[src/hdl/dffb_pkg.sv]
// ----------------------------------------------------------------------------
// dffb_pkg
// Shared types, constants and the CRC-16 byte update for the frame builder.
// ----------------------------------------------------------------------------
package dffb_pkg;

    localparam logic OP_START = 1'b0;
    localparam logic OP_DATA  = 1'b1;

    localparam logic [7:0]  SYNC_CRC  = 8'hA0;
    localparam logic [7:0]  SYNC_CRLF = 8'hA3;
    localparam logic [7:0]  END_CR    = 8'h0D;
    localparam logic [7:0]  END_LF    = 8'h0A;
    localparam logic [15:0] CRC_POLY  = 16'hA001;
    localparam logic [15:0] CRC_INIT  = 16'hFFFF;

    localparam logic [15:0] LEN_ADD_CRC  = 16'd7;
    localparam logic [15:0] LEN_ADD_CRLF = 16'd8;
    localparam logic [15:0] PLEN_MAX_CRC = 16'd248;

    localparam logic [3:0] HDR_CNT_CRC  = 4'd7;
    localparam logic [3:0] HDR_CNT_CRLF = 4'd9;

    typedef struct packed {
        logic        opcode;
        logic        use_crlf_format;
        logic [7:0]  source_id;
        logic [7:0]  target_id;
        logic [7:0]  frame_kind;
        logic [7:0]  main_command;
        logic [7:0]  sub_command;
        logic [15:0] payload_length;
        logic [7:0]  data_byte;
    } item_t;

    typedef struct packed {
        logic  valid;
        item_t item;
    } held_t;

    function automatic logic [15:0] crc16_byte(input logic [15:0] crc_in,
                                               input logic [7:0]  b);
        logic [15:0] c;
        c = crc_in ^ {8'h00, b};
        for (int i = 0; i < 8; i++)
        begin
            if (c[0])
                c = (c >> 1) ^ CRC_POLY;
            else
                c = c >> 1;
        end
        return c;
    endfunction

endpackage

[src/hdl/dffb_if.sv]
// ----------------------------------------------------------------------------
// dffb request and result channels
// Valid/ready channels carrying one request or one frame byte.
// ----------------------------------------------------------------------------
interface dffb_req_if;
    logic        valid;
    logic        ready;
    logic        opcode;
    logic        use_crlf_format;
    logic [7:0]  source_id;
    logic [7:0]  target_id;
    logic [7:0]  frame_kind;
    logic [7:0]  main_command;
    logic [7:0]  sub_command;
    logic [15:0] payload_length;
    logic [7:0]  data_byte;

    modport source (output valid, opcode, use_crlf_format, source_id, target_id,
                    frame_kind, main_command, sub_command, payload_length,
                    data_byte, input ready);
    modport sink   (input valid, opcode, use_crlf_format, source_id, target_id,
                    frame_kind, main_command, sub_command, payload_length,
                    data_byte, output ready);
endinterface

interface dffb_rsp_if;
    logic       valid;
    logic       ready;
    logic [7:0] out_byte;
    logic       frame_end;
    logic       length_overflow;

    modport source (output valid, out_byte, frame_end, length_overflow,
                    input ready);
    modport sink   (input valid, out_byte, frame_end, length_overflow,
                    output ready);
endinterface

[src/hdl/dffb_in_stage.sv]
// ----------------------------------------------------------------------------
// dffb_in_stage
// Input register: holds one request until the sequencer has consumed it.
// ----------------------------------------------------------------------------
module dffb_in_stage
(
    input  logic                clk,
    input  logic                rst_n,
    dffb_req_if.sink            req,
    input  logic                take,
    output dffb_pkg::held_t     held
);
    import dffb_pkg::*;

    logic  hold_v_reg;
    item_t item_reg;
    logic  load;

    assign req.ready = !hold_v_reg || take;
    assign load      = req.valid && req.ready;

    always_ff @(posedge clk or negedge rst_n)
    begin
        if (!rst_n)
            hold_v_reg <= 1'b0;
        else if (load)
            hold_v_reg <= 1'b1;
        else if (take)
            hold_v_reg <= 1'b0;
    end

    always_ff @(posedge clk)
    begin
        if (load)
        begin
            item_reg.opcode          <= req.opcode;
            item_reg.use_crlf_format <= req.use_crlf_format;
            item_reg.source_id       <= req.source_id;
            item_reg.target_id       <= req.target_id;
            item_reg.frame_kind      <= req.frame_kind;
            item_reg.main_command    <= req.main_command;
            item_reg.sub_command     <= req.sub_command;
            item_reg.payload_length  <= req.payload_length;
            item_reg.data_byte       <= req.data_byte;
        end
    end

    assign held.valid = hold_v_reg;
    assign held.item  = item_reg;

endmodule

[src/hdl/dffb_seq.sv]
// ----------------------------------------------------------------------------
// dffb_seq
// Byte sequencer: frame state, CRC update and the registered result byte.
// ----------------------------------------------------------------------------
module dffb_seq
(
    input  logic                clk,
    input  logic                rst_n,
    input  dffb_pkg::held_t     held,
    output logic                take,
    dffb_rsp_if.source          rsp
);
    import dffb_pkg::*;

    logic        frame_open_reg;
    logic        open_format_reg;
    logic [15:0] remaining_reg;
    logic [15:0] crc_reg;
    logic        ovf_reg;
    logic [3:0]  idx_reg;
    logic        out_v_reg;
    logic [7:0]  out_byte_reg;
    logic        out_end_reg;
    logic        out_ovf_reg;

    item_t       it;
    logic        is_start;
    logic        fmt;
    logic        ignore;
    logic        first;
    logic [3:0]  body_cnt;
    logic        has_trl;
    logic [3:0]  last_idx;
    logic        in_body;
    logic [3:0]  trl_off;
    logic [15:0] crc_in;
    logic [15:0] crc_next;
    logic        start_ovf;
    logic        ovf_cur;
    logic [15:0] len_crc;
    logic [15:0] len_crlf;
    logic [7:0]  hdr_byte;
    logic [7:0]  cur_byte;
    logic        cur_end;
    logic        out_free;
    logic        emit;
    logic        is_last;

    always_comb
    begin
        it        = held.item;
        is_start  = (it.opcode == OP_START);
        fmt       = is_start ? it.use_crlf_format : open_format_reg;
        first     = (idx_reg == 4'd0);
        // only the first byte index of a payload request decides whether it is dropped
        ignore    = !is_start && first && (!frame_open_reg || remaining_reg == 16'd0);
        body_cnt  = is_start ? (fmt ? HDR_CNT_CRLF : HDR_CNT_CRC) : 4'd1;
        has_trl   = is_start ? (it.payload_length == 16'd0)
                             : (remaining_reg == (first ? 16'd1 : 16'd0));
        last_idx  = has_trl ? body_cnt + 4'd1 : body_cnt - 4'd1;
        in_body   = idx_reg < body_cnt;
        trl_off   = idx_reg - body_cnt;
        crc_in    = (is_start && first) ? CRC_INIT : crc_reg;
        len_crc   = it.payload_length + LEN_ADD_CRC;
        len_crlf  = it.payload_length + LEN_ADD_CRLF;
        start_ovf = !it.use_crlf_format && (it.payload_length > PLEN_MAX_CRC);
        ovf_cur   = (is_start && first) ? start_ovf : ovf_reg;

        if (fmt)
        begin
            case (idx_reg)
                4'd0:    hdr_byte = SYNC_CRLF;
                4'd1:    hdr_byte = len_crlf[15:8];
                4'd2:    hdr_byte = len_crlf[7:0];
                4'd3:    hdr_byte = it.source_id;
                4'd4:    hdr_byte = it.target_id;
                4'd5:    hdr_byte = it.frame_kind;
                4'd6:    hdr_byte = it.main_command;
                4'd7:    hdr_byte = it.sub_command;
                default: hdr_byte = 8'h00;
            endcase
        end
        else
        begin
            case (idx_reg)
                4'd0:    hdr_byte = SYNC_CRC;
                4'd1:    hdr_byte = len_crc[7:0];
                4'd2:    hdr_byte = it.source_id;
                4'd3:    hdr_byte = it.target_id;
                4'd4:    hdr_byte = it.frame_kind;
                4'd5:    hdr_byte = it.main_command;
                default: hdr_byte = it.sub_command;
            endcase
        end

        if (in_body)
            cur_byte = is_start ? hdr_byte : it.data_byte;
        else if (fmt)
            cur_byte = trl_off[0] ? END_LF : END_CR;
        else
            cur_byte = trl_off[0] ? crc_reg[15:8] : crc_reg[7:0];

        cur_end  = !in_body && trl_off[0];
        crc_next = crc16_byte(crc_in, cur_byte);

        out_free = !out_v_reg || rsp.ready;
        emit     = held.valid && !ignore && out_free;
        is_last  = (idx_reg == last_idx);
        take     = held.valid && (ignore || (out_free && is_last));
    end

    always_ff @(posedge clk or negedge rst_n)
    begin
        if (!rst_n)
        begin
            frame_open_reg  <= 1'b0;
            open_format_reg <= 1'b0;
            remaining_reg   <= 16'd0;
            crc_reg         <= CRC_INIT;
            ovf_reg         <= 1'b0;
            idx_reg         <= 4'd0;
            out_v_reg       <= 1'b0;
        end
        else
        begin
            if (emit)
                out_v_reg <= 1'b1;
            else if (rsp.ready)
                out_v_reg <= 1'b0;

            if (emit)
            begin
                idx_reg <= is_last ? 4'd0 : idx_reg + 4'd1;
                if (first && is_start)
                begin
                    frame_open_reg  <= 1'b1;
                    open_format_reg <= it.use_crlf_format;
                    remaining_reg   <= it.payload_length;
                    ovf_reg         <= start_ovf;
                end
                else if (first)
                    remaining_reg <= remaining_reg - 16'd1;

                if (in_body && !fmt)
                    crc_reg <= crc_next;
                else if (is_start && first)
                    crc_reg <= CRC_INIT;

                if (cur_end)
                    frame_open_reg <= 1'b0;
            end
        end
    end

    always_ff @(posedge clk)
    begin
        if (emit)
        begin
            out_byte_reg <= cur_byte;
            out_end_reg  <= cur_end;
            out_ovf_reg  <= ovf_cur;
        end
    end

    assign rsp.valid           = out_v_reg;
    assign rsp.out_byte        = out_byte_reg;
    assign rsp.frame_end       = out_end_reg;
    assign rsp.length_overflow = out_ovf_reg;

endmodule

[src/hdl/dual_format_frame_builder.sv]
// ----------------------------------------------------------------------------
// dual_format_frame_builder
// Serializes A0/CRC-16 and A3/CRLF frames from start and payload requests.
// The first byte of a request passes through the input register and the output
// byte register. One output byte per cycle while rsp.ready allows; a payload
// request emits 1 byte, 3 when it closes the frame; a start request 7 to 11 bytes.
// Reset (rst_n low): no frame open, CRC at 0xFFFF, both channels empty.
// ----------------------------------------------------------------------------
module dual_format_frame_builder
(
    input  logic        clk,
    input  logic        rst_n,
    dffb_req_if.sink    req,
    dffb_rsp_if.source  rsp
);
    import dffb_pkg::*;

    held_t held;
    logic  take;

    dffb_in_stage u_in_stage
    (
        .clk   (clk),
        .rst_n (rst_n),
        .req   (req),
        .take  (take),
        .held  (held)
    );

    dffb_seq u_seq
    (
        .clk   (clk),
        .rst_n (rst_n),
        .held  (held),
        .take  (take),
        .rsp   (rsp)
    );

endmodule
[src/flat_wrapper.sv]
// flat-port wrapper written by rule: the top's interface ports become plain ports
module dual_format_frame_builder_flat import dffb_pkg::*;
  (clk, rst_n, req_valid, req_opcode, req_use_crlf_format, req_source_id, req_target_id, req_frame_kind, req_main_command, req_sub_command, req_payload_length, req_data_byte, req_ready, rsp_valid, rsp_out_byte, rsp_frame_end, rsp_length_overflow, rsp_ready);
  dffb_req_if req_i ();
  dffb_rsp_if rsp_i ();
  input  logic clk;
  input  logic rst_n;
  input wire logic [$bits(req_i.valid)-1:0] req_valid;
  input wire logic [$bits(req_i.opcode)-1:0] req_opcode;
  input wire logic [$bits(req_i.use_crlf_format)-1:0] req_use_crlf_format;
  input wire logic [$bits(req_i.source_id)-1:0] req_source_id;
  input wire logic [$bits(req_i.target_id)-1:0] req_target_id;
  input wire logic [$bits(req_i.frame_kind)-1:0] req_frame_kind;
  input wire logic [$bits(req_i.main_command)-1:0] req_main_command;
  input wire logic [$bits(req_i.sub_command)-1:0] req_sub_command;
  input wire logic [$bits(req_i.payload_length)-1:0] req_payload_length;
  input wire logic [$bits(req_i.data_byte)-1:0] req_data_byte;
  output wire logic [$bits(req_i.ready)-1:0] req_ready;
  output wire logic [$bits(rsp_i.valid)-1:0] rsp_valid;
  output wire logic [$bits(rsp_i.out_byte)-1:0] rsp_out_byte;
  output wire logic [$bits(rsp_i.frame_end)-1:0] rsp_frame_end;
  output wire logic [$bits(rsp_i.length_overflow)-1:0] rsp_length_overflow;
  input wire logic [$bits(rsp_i.ready)-1:0] rsp_ready;
  assign req_i.valid = req_valid;
  assign req_i.opcode = req_opcode;
  assign req_i.use_crlf_format = req_use_crlf_format;
  assign req_i.source_id = req_source_id;
  assign req_i.target_id = req_target_id;
  assign req_i.frame_kind = req_frame_kind;
  assign req_i.main_command = req_main_command;
  assign req_i.sub_command = req_sub_command;
  assign req_i.payload_length = req_payload_length;
  assign req_i.data_byte = req_data_byte;
  assign req_ready = req_i.ready;
  assign rsp_valid = rsp_i.valid;
  assign rsp_out_byte = rsp_i.out_byte;
  assign rsp_frame_end = rsp_i.frame_end;
  assign rsp_length_overflow = rsp_i.length_overflow;
  assign rsp_i.ready = rsp_ready;
  dual_format_frame_builder u_core (.clk(clk), .rst_n(rst_n), .req(req_i), .rsp(rsp_i));
endmodule
[config.mk]
export PLATFORM = sky130hd
export DESIGN_NAME = dual_format_frame_builder_flat
export DESIGN_NICKNAME = d
export VERILOG_FILES = /design/src/hdl/dffb_pkg.sv /design/src/hdl/dffb_if.sv /design/src/hdl/dffb_in_stage.sv /design/src/hdl/dffb_seq.sv /design/src/hdl/dual_format_frame_builder.sv /design/src/flat_wrapper.sv
export SDC_FILE = /design/constraint.sdc
export NUM_CORES = 1
export LEC_CHECK = 0
export BUFFER_PORTS_ARGS = -buffer_cell sky130_fd_sc_hd__buf_2
export CELL_PAD_IN_SITES_DETAIL_PLACEMENT = 2
export CELL_PAD_IN_SITES_GLOBAL_PLACEMENT = 2
export CORE_ASPECT_RATIO = 0.5
export CORE_MARGIN = 3
export CORE_UTILIZATION = 38
export DETAILED_ROUTE_END_ITERATION = 7
export GPL_TIMING_DRIVEN = 0
export PLACE_DENSITY_LB_ADDON = 0.3
export SETUP_SLACK_MARGIN = 0.3
export SLEW_MARGIN = 20
export SYNTH_ARGS = -nofsm -noshare
export SYNTH_HDL_FRONTEND = slang
export SYNTH_HIERARCHICAL = 1
export SYNTH_SLANG_ARGS = --single-unit
[constraint.sdc]
create_clock -name clk -period 5 [get_ports clk]
set_input_delay 0.25 -clock clk [delete_from_list [all_inputs] [get_ports clk]]
set_output_delay 0.25 -clock clk [all_outputs]
set_load 0.005 [all_outputs]
==> impl_metrics.ini, run 1 <==
[grt]
grt_pass1_vias = 7000
grt_start_max_net_pins = 42
grt.overflow.total = 0
grtUsageTotal_pct = 30.39
grt_antenna_before_repair = 0
grt_pass1_wl_microns = 44300

[sta]
layout_setup_ws_ps = 345.5
slew_viol_final = 0
slew_headroom_pct = 25.08
max_freq_mhz = 214.8
finalSetupViolations = 0
timing.final.crit_share_pct = 93.09
worstMarginPinSlew_ps = 1095
hold_violations = 0
post-route-min-period_ps = 4654
skew_ps = 11.86
rsz0062_at_grt = no

[setup_path]
rrSetupSlack_ps = 370
rr_worst_depth = 15
worstSetupEndpoint = req_ready
reg2reg_from = u_core/u_in_stage/held[65]$_DFFE_PP_
rr_endpoint = u_core/u_seq/crc_reg[0]$_DFFE_PN1P_
worstSetupStartpoint = u_core/u_seq/idx_reg[1]$_DFFE_PN0P_
worst-setup-path-type = reg2out
critPathLaunchType = flop
critPathMaxFanout = 10
cp.required_ps = 4750
cp.arrival_ps = 4400
endpoint_kind = output pin

[logic_synthesis]
ys_seq_area_share_pct = 48.43
syn-num-nets = 750
synth-seq-cells = 117
async_flop_share_pct = 35.04
syn_inst = 667
ys_types = 86
syn_area_per_cell_sq_um = 10.30
synth_edf_count = 76
ys_warn_count = 6
synth_area_sq_um = 6872
ys.flop_type = edfxtp_1

[die]
die_w_microns = 196.2
ios = 82
core_area_sq_um = 17530
start_util_pct = 39.21
row_count = 34
die-area_sq_um = 19830
die_h_microns = 101.1

[power_and_ir_drop]
power_leakage_nw = 3.390
power_mw = 7.840
ir_worst_vdd_mv = 0.4457
power.density_nw_per_um2 = 881.2

[run_status]
status = finished, final reports clean

[clock_network]
tritoncts = yes
clkSinkCount = 117
cts_root_buf = clkbuf_16
cts_buffers = 17
htree_levels = 4
clkSlewWorstSetupHoldPaths_ps = 60
cts_buffer_depth = 2
clkLatencyLatePin_ps = 430

[final_layout]
instances_no_fill = 1080
layout_common_cells = buf_2, edfxtp_1, dlygate4sd3_1
syn_to_final_growth_pct = 29.48
largest_reg_flops = 66
layout_commonest_cell = buf_2
n_fill_cell = 1813
final_nets = 918
insertedDiodeCount = 0
drive_above_1_share_pct = 23.05

[route]
wl_per_cell_microns = 27.82
drtIter0Drc = 594
viasPerCell = 6.226
via_count = 6724
drtAntennaViolNets = 0
drt-total-wl_microns = 30040
first_pass_iters = 7
drc = 0

[placed_design]
dp.cells = 982
post-place-ws_ps = -792.9
place.gp.congestion = 0.8474
io_buffer_count = 81
place_hpwl_microns = 18720

[min_path]
worstHoldPathType = in2reg
min_delay_path_depth = 1

[flow_run]
drv_cap = 0
==> cells by family (layout without fill, tap and decap cells) <==
group	Yosys count	count (layout)	share of synthesized area, %
buf+inv	61	237	4.060
fa+ha+maj	13	13	2.367
flops	117	117	48.43
compound gates	208	208	21.16
xor+xnor	40	40	5.772
mux	15	15	2.367
simple gates	213	216	15.84
==> layout make-up <==
class / count / area (sq um) / area share (%)
timing repair buffer: 146 / 1046 / 11.76
clock buffer: 18 / 429.2 / 4.824
inverter: 20 / 77.57 / 0.8719
clock inverter: 12 / 138.9 / 1.561
multi-input combinational: 492 / 3351 / 37.66
tap: 234 / 292.8 / 3.291
buffer: 41 / 234.0 / 2.630
sequential: 117 / 3328 / 37.41
==> Yosys cell counts (all sizes together), types with 9 or more instances <==
library cell,count,area share [%]
ha,13,2.4
edfxtp,76,33
dfrtp,25,9.1
nand2b,14,1.4
inv,20,1.1
mux2,10,1.6
clkbuf,14,0.76
o21ai,40,2.9
nand3,20,1.5
a21oi,47,3.6
buf,27,2.2
o31ai,9,1.1
a211oi,12,1.3
dfstp,16,6.1
nor2,58,3.2
a22oi,12,1.3
nand2,54,3.0
xor2,9,1.1
nor3,18,1.4
xnor2,30,4.3
==> metal layers <==
metal	vias to the layer above	GRT usage [%]	part of all wire [%]
met2	324	49.06	46
met1	3460	41.10	43
met5	-	0	0
met3	58	7.145	8.3
met4	0	8.976	2.3
li1	2882	-	-
==> metrics by stage <==
stage | TNS [ps] | utilization [%] | hold slack [ps] | instance area [sq um]
floorplan | 0 | - | -45.59 | 6872
global placement | -35190 | 43.19 | 425.9 | 7570
detailed placement | -51770 | 43.19 | 428.5 | 7570
CTS | 0 | 50.10 | 1.475 | 8781
global route | 0 | 50.76 | 0.2647 | 8897
finish | 0 | 50.76 | 19.23 | 8897
==> worst min path at each step <==
| stage | from | endpoint | slack (ps) |
|---|---|---|---|
| after floorplan | rst_n | u_core/u_in_stage/hold_v_reg$_DFFE_PN0P_ | -50 |
| after global placement | req_payload_length[10] | u_core/u_in_stage/held[18]$_DFFE_PP_ | 430 |
| after detailed placement | req_source_id[3] | u_core/u_in_stage/held[59]$_DFFE_PP_ | 430 |
| after CTS | req_payload_length[5] | u_core/u_in_stage/held[13]$_DFFE_PP_ | 1 |
| after global routing | req_main_command[7] | u_core/u_in_stage/held[39]$_DFFE_PP_ | 0.3 |
| final | req_main_command[7] | u_core/u_in_stage/held[39]$_DFFE_PP_ | 20 |
==> repair_timing <==
item | CTS | global route
endpoints found under the setup margin | 72 | 70
resized for setup | 16 | 17
gates cloned | 3 | 0
hold buffers | 56 | 4
pin swaps | 3 | 5
endpoints found under the hold margin | 56 | 28
setup buffers | 1 | 4
==> report_power, final <==
part	switching, mW	internal (mW)
combinational	2.94	1.79
clock	0.482	0.769
sequential	0.328	1.53
==> worst max-delay path: stages (launching register included) <==
cell and delay [ps]:
dfrtp_1 510, inv_1 180, ha_1 180, buf_4 190, buf_8 160, buf_6 170, nand2_1 130, xnor2_2 190
nor4_2 270, a41oi_2 260, inv_1 180, ha_1 190, xnor2_1 160, xnor2_1 130, xnor2_1 220, and4_4 280
nand2_1 60, a21boi_1 150, nand2b_4 210, buf_2 140
Power figures use the tool's default switching activity.
==> run 2, diff against run 1 <==
- SYNTH_HIERARCHICAL: 1 -> default
==> run 2 against run 1 <==
Effect of this change:
- the run now ends with hold timing left
- design area down 2.0%
- worst hold slack worse by 27 ps
- first-iteration DRC count increased by 82%
- global-route usage rose by 6.6 points
- area after synthesis fell by 6.0%
- wire length rose by 30%
- critical path depth is 7 lower
- flip-flop and latch count is the same
- critical path type is now reg2reg
- largest cell class is now sequential cells
==> impl_metrics.ini, run 2 <==
[logic_synthesis]
synth_most_common_cell = edfxtp_1
syn_inst = 602
async_flop_share_pct = 35.04
synth_area_leaders = edfxtp_1, dfrtp_1, dfstp_2
synth_edf_count = 76
syn_area_per_cell_sq_um = 10.72
ys_seq_area_share_pct = 51.55
syn-num-nets = 685
synth_area_sq_um = 6456
ys.flop_type = edfxtp_1
synthTopCellsByCount = edfxtp_1, a21oi_1, nand2_1, nor2_1, o21ai_0
synth_top_area_cell = edfxtp_1
synth_top_area_share_pct = 35.35
ys_warn_count = 0
ys_types = 70
synth-seq-cells = 117

[grt]
grt_antenna_before_repair = 7
grt_pass1_vias = 7138
grtUsageTotal_pct = 37.04
grt.overflow.total = 0
grt_pass1_wl_microns = 50110
grt_start_max_net_pins = 42

[final_layout]
drive_above_1_share_pct = 25.79
syn_to_final_growth_pct = 35.04
largest_reg_flops = 66
design_area_sq_um = 8718
final_nets = 862
layout_commonest_cell = buf_2
seqCellArea_sq_um = 3331
multiInputGateArea_sq_um = 3032
n_fill_cell = 1555
layout_common_cells = buf_2, edfxtp_1, dlygate4sd3_1

[power_and_ir_drop]
power.density_nw_per_um2 = 967.1
ir_worst_vdd_mv = 0.5799
power_leakage_nw = 3.378

[die]
die_w_microns = 190.3
start_util_pct = 40.31
die_h_microns = 98.17
ios = 82
die-area_sq_um = 18690
row_count = 32
core_area_sq_um = 16020

[clock_network]
clkSlewWorstSetupHoldPaths_ps = 70
clkLatencyLatePin_ps = 460
tritoncts = yes
cts_root_buf = clkbuf_16
clkSinkCount = 117
cts_buffers = 17
cts_buffer_depth = 2
htree_levels = 4

[sta]
layout_setup_ws_ps = 87.90
slew_viol_final = 0
worstMarginPinSlew_ps = 1170
hold_slack_ps = -8.253
hold_violations = 5
slew_headroom_pct = 22.01
timing.final.crit_share_pct = 98.24
finalSetupViolations = 0
max_freq_mhz = 203.6
rsz0062_at_grt = no
post-route-min-period_ps = 4912
skew_ps = 30.74

[setup_path]
critPathMaxStageDelay_ps = 990
cp.arrival_ps = 5260
critPathMaxFanout = 10
cp.required_ps = 5350
critPathLaunchType = flop
worst-setup-path-type = reg2reg
endpoint_kind = flop
path_cells = inv_1 > ha_1 > buf_2 > a222oi_1 > nand3_1 > a221oi_2 > o22ai_2 > o21ai_4 > xnor3_1 > xnor3_2 > xor3_1 > o22a_1
slowest_stage = a222oi_1

[route]
viasPerCell = 7.041
wl_per_cell_microns = 38.37
first_pass_iters = 6
drtIter0Drc = 1082
drtAntennaViolNets = 0
drt-total-wl_microns = 38910
via_count = 7140
drc = 0

[placed_design]
place_area_sq_um = 7193
io_buffer_count = 81
place.gp.congestion = 0.8315
post-place-ws_ps = -672.3
place_hpwl_microns = 17120

[run_status]
status = finished, violations left
violations = hold timing

[min_path]
worstHoldPathType = in2async

[flow_run]
drv_cap = 0
[run 2: cell types whose count changed in the layout (fill, tap and decap cells not counted), sizes merged, moves of 5 or more]
cell / previous run / this run
a21o: 5 / 0
xor2: 9 / 15
nand2: 54 / 49
and2: 8 / 2
nand2b: 14 / 6
nor3: 18 / 11
a222oi: 5 / 10
nor2: 58 / 43
dlygate4sd3: 60 / 65
a211oi: 12 / 7
[run 2: stage by stage]
stage	TNS, ps	instances	power, mW	hold WS (ps)	util, %
final	0	1014	8.431	-8.253	54.44
after global routing	0	1012	8.519	24.19	54.41
after detailed placement	-33080	906	5.630	428.5	44.91
after CTS	0	1004	7.159	3.296	53.04
after global placement	-64950	904	5.395	426.4	44.62
after floorplan	0	602	4.464	-45.59	-
[run 2: logic make-up (layout without fill, tap and decap cells)]
logic type               after synthesis  in the layout  synth area share (%)
buffers and inverters                 59            248                 3.973
multiplexers                          13             13                 2.229
AND/OR/NAND/NOR                      166            166                 12.31
XOR/XNOR                              48             48                 7.306
adder cells (fa/ha/maj)               13             13                 2.519
flip-flops                           117            117                 51.55
other                                  0              2                     0
AO/OA/AOI/OAI                        186            186                 20.12
[run 2: cell type report]
class | count | area share [%]
Sequential cell | 117 | 38.20
Multi-Input combinational cell | 426 | 34.77
Timing Repair Buffer | 158 | 13.52
Clock buffer | 18 | 4.923
Tap cell | 221 | 3.172
Clock inverter | 13 | 2.153
Buffer | 35 | 2.124
Inverter | 24 | 1.076
Antenna cell | 2 | 0.05741
[run 2: report_power, final]
group	total, mW	switching, mW	internal [mW]
combinational	5.06	3.16	1.90
sequential	1.93	0.421	1.51
clock	1.44	0.568	0.873
total	8.43	4.14	4.29
[run 2: worst max-delay path: cells and delay by family (launching register included)]
family	cells	cell delay (ps)
compound gates	5	2120
xor+xnor	3	1050
simple gates	1	400
fa+ha+maj	1	310
flops	1	480
buf+inv	2	440
[run 2: final timing paths]
check                                                       endpoint  cells past startpoint                                 from  slack, ps
worst min register to register      u_core.u_seq.ovf_reg$_DFFE_PN0P_                      2     u_core.u_seq.ovf_reg$_DFFE_PN0P_        540
worst max register to register   u_core.u_seq.crc_reg[0]$_DFFE_PN1P_                     12  u_core.u_seq.idx_reg[1]$_DFFE_PN0P_         90
max in group asynchronous        u_core.u_seq.idx_reg[1]$_DFFE_PN0P_                      1                                rst_n       4320
worst max-delay path             u_core.u_seq.crc_reg[0]$_DFFE_PN1P_                     12  u_core.u_seq.idx_reg[1]$_DFFE_PN0P_         90
min in group clk                u_core.u_in_stage.held[28]$_DFFE_PP_                      1                   req_sub_command[4]         20
worst min-delay path             u_core.u_seq.idx_reg[2]$_DFFE_PN0P_                      1                                rst_n         -8
[run 2: per-layer routing]
layer  part of all wire, %  track usage, %  routed length [microns]  vias to the layer above
li1                      -               -                        -                     2624
met5                  0.41               0                      159                        -
met2                    43           58.57                    16630                      730
met1                    38           48.02                    14840                     3598
met4                   4.7           9.746                     1822                        8
met3                    14           14.17                     5462                      180
[run 2: what timing repair did]
action                                  in CTS  in global routing
buffers inserted                             2                  8
endpoints found under the setup margin      70                 78
hold buffers                                65                  0
pin swaps                                    1                 11
gates cloned                                 0                  0
resized for setup                            4                 41
hold endpoints to repair                    65                  0
==> run 3, diff against run 2 <==
--- a/config.mk
+++ b/config.mk
@@ -7,4 +7,5 @@
 export LEC_CHECK = 0
 export BUFFER_PORTS_ARGS = -buffer_cell sky130_fd_sc_hd__buf_2
+export CAP_MARGIN = 20
 export CELL_PAD_IN_SITES_DETAIL_PLACEMENT = 2
 export CELL_PAD_IN_SITES_GLOBAL_PLACEMENT = 2
==> constraint.sdc (replaced) <==
create_clock -name clk -period 5 [get_ports clk]
set_input_delay 1 -clock clk [delete_from_list [all_inputs] [get_ports clk]]
set_output_delay 1 -clock clk [all_outputs]
set_load 0.005 [all_outputs]
==> run 3 against run 2 <==
Effect of this change:
- the flow now finishes without violations
- worst hold slack improved by 550 ps
- fmax rose by 6.0%
- clock skew fell by 16 ps
- flip-flop and latch count did not move
- sequential power fell by 5%
- register-to-register slack improved by 280 ps
- critical endpoint unchanged
- highest routed layer is now met4
- via count fell by 18%
- first-iteration DRC count fell by 48%
- design area fell by 8.4%
- worst setup slack improved by 280 ps
- cell count fell by 6.7%
==> impl_metrics.ini, run 3 (synthesized netlist as in run 2, its figures left out) <==
[run_status]
status = finished, final reports clean

[final_layout]
design_area_sq_um = 7989
drive_above_1_share_pct = 26.34
final_nets = 796
layout_common_cells = buf_2, edfxtp_1, nand2_1, a21oi_1, nor2_1
insertedDiodeCount = 0
layout_commonest_cell = buf_2
largest_reg_flops = 66
syn_to_final_growth_pct = 23.74
postLayoutCoreUtil_pct = 49.88

[grt]
grt.overflow.total = 0
grt_pass1_wl_microns = 38110
grt_start_max_net_pins = 42
grt_antenna_before_repair = 0
grt_pass1_vias = 6236
grtUsageTotal_pct = 27.28

[clock_network]
cts_root_buf = clkbuf_16
holdBufCountCts = 0
clkSlewWorstSetupHoldPaths_ps = 60
clkSinkCount = 117
htree_levels = 4
tritoncts = yes
cts_buffer_depth = 2
cts_buffers = 17
clkLatencyLatePin_ps = 440

[sta]
layout_setup_ws_ps = 366.1
skew_ps = 14.54
rsz0062_at_grt = no
slew_viol_final = 0
finalSetupViolations = 0
timing.final.crit_share_pct = 92.68
timing.setup.tns_ps = 0
max_freq_mhz = 215.8
worstMarginPinSlew_ps = 777.9
post-route-min-period_ps = 4634
hold_violations = 0
slew_headroom_pct = 48.14

[route]
first_pass_iters = 6
drc = 0
wl_per_cell_microns = 28.17
viasPerCell = 6.224
drt-total-wl_microns = 26650
via_count = 5888
drtAntennaViolNets = 0
drtIter0Drc = 563

[power_and_ir_drop]
power_mw = 7.485
ir_worst_vdd_mv = 0.4744
power_leakage_nw = 3.073
power.density_nw_per_um2 = 937.0

[min_path]
worstHoldPathType = reg2reg
worstHoldStart = u_core.u_seq.crc_reg[13]$_DFFE_PN1P_

[die]
ios = 82
die_w_microns = 190.3
start_util_pct = 40.31
core_area_sq_um = 16020
die-area_sq_um = 18690
die_h_microns = 98.17
row_count = 32

[setup_path]
reg2reg_from = u_core.u_seq.idx_reg[0]$_DFFE_PN0P_
cp.required_ps = 5360
critPathMaxFanout = 10
endpoint_kind = flop
cp.arrival_ps = 5000
critPathLaunchType = flop
rrSetupSlack_ps = 370
worst-setup-path-type = reg2reg
worstSetupStartpoint = u_core.u_seq.idx_reg[0]$_DFFE_PN0P_

[placed_design]
place_hpwl_microns = 17120
place_area_sq_um = 7193
io_buffer_count = 81
post-place-ws_ps = -672.3
place.gp.congestion = 0.8315

[flow_run]
drv_cap = 0
run 3: routing by layer:
metal	wire length (microns)	GRT usage (%)
met1	11830	37.59
met2	12760	43.01
met3	1466	6.277
met4	590	8.338
met5	0	0
run 3: worst paths after layout:
kind | endpoint | depth (start not counted)
max in group asynchronous | u_core.u_seq.idx_reg[1]$_DFFE_PN0P_ | 1
hold / removal | u_core.u_seq.crc_reg[5]$_DFFE_PN1P_ | 1
setup / recovery | u_core.u_seq.crc_reg[0]$_DFFE_PN1P_ | 15
setup reg to reg | u_core.u_seq.crc_reg[0]$_DFFE_PN1P_ | 15
hold reg to reg | u_core.u_seq.crc_reg[5]$_DFFE_PN1P_ | 1
min in group asynchronous | u_core.u_in_stage.hold_v_reg$_DFFE_PN0P_ | 1
run 3: metrics by stage:
stage / hold WS [ps] / instances
after floorplan: 445.6 / 602
after global placement: 462.5 / 904
after detailed placement: 482.6 / 906
after CTS: 527.3 / 941
after global routing: 552.8 / 946
final: 537.1 / 946
run 3: layout make-up:
cell class | count | area, sq um
Sequential cell | 117 | 3329
Buffer | 35 | 192.7
Inverter | 24 | 93.84
Clock inverter | 13 | 187.7
Clock buffer | 18 | 429.2
Timing Repair Buffer | 92 | 523.0
Multi-Input combinational cell | 426 | 2957
Tap cell | 221 | 276.5
Fill cell | 1618 | 8026
run 3: repair_timing:
item | CTS | global route
endpoints found under the setup margin | 70 | 29
gates resized for setup | 9 | 22
pin swaps | 4 | 6
cloned | 0 | 0
setup buffers | 4 | 5
run 3: critical path: stages, from the launching register on:
cell and delay, ps:
dfrtp_1 390, buf_6 140, clkinvlp_4 140, buf_4 200
ha_1 290, buf_2 240, buf_1 260, a22o_1 270
a222oi_1 370, a21boi_0 390, a31oi_1 270, nor3_1 450
xnor2_1 150, o21ai_1 400, xor3_1 400, o22a_1 190
run 3: report_power, final:
part / total, mW / internal [mW] / switching [mW]
sequential: 1.84 / 1.51 / 0.330
combinational: 4.29 / 1.79 / 2.50
clock: 1.35 / 0.870 / 0.483
total: 7.49 / 4.17 / 3.31
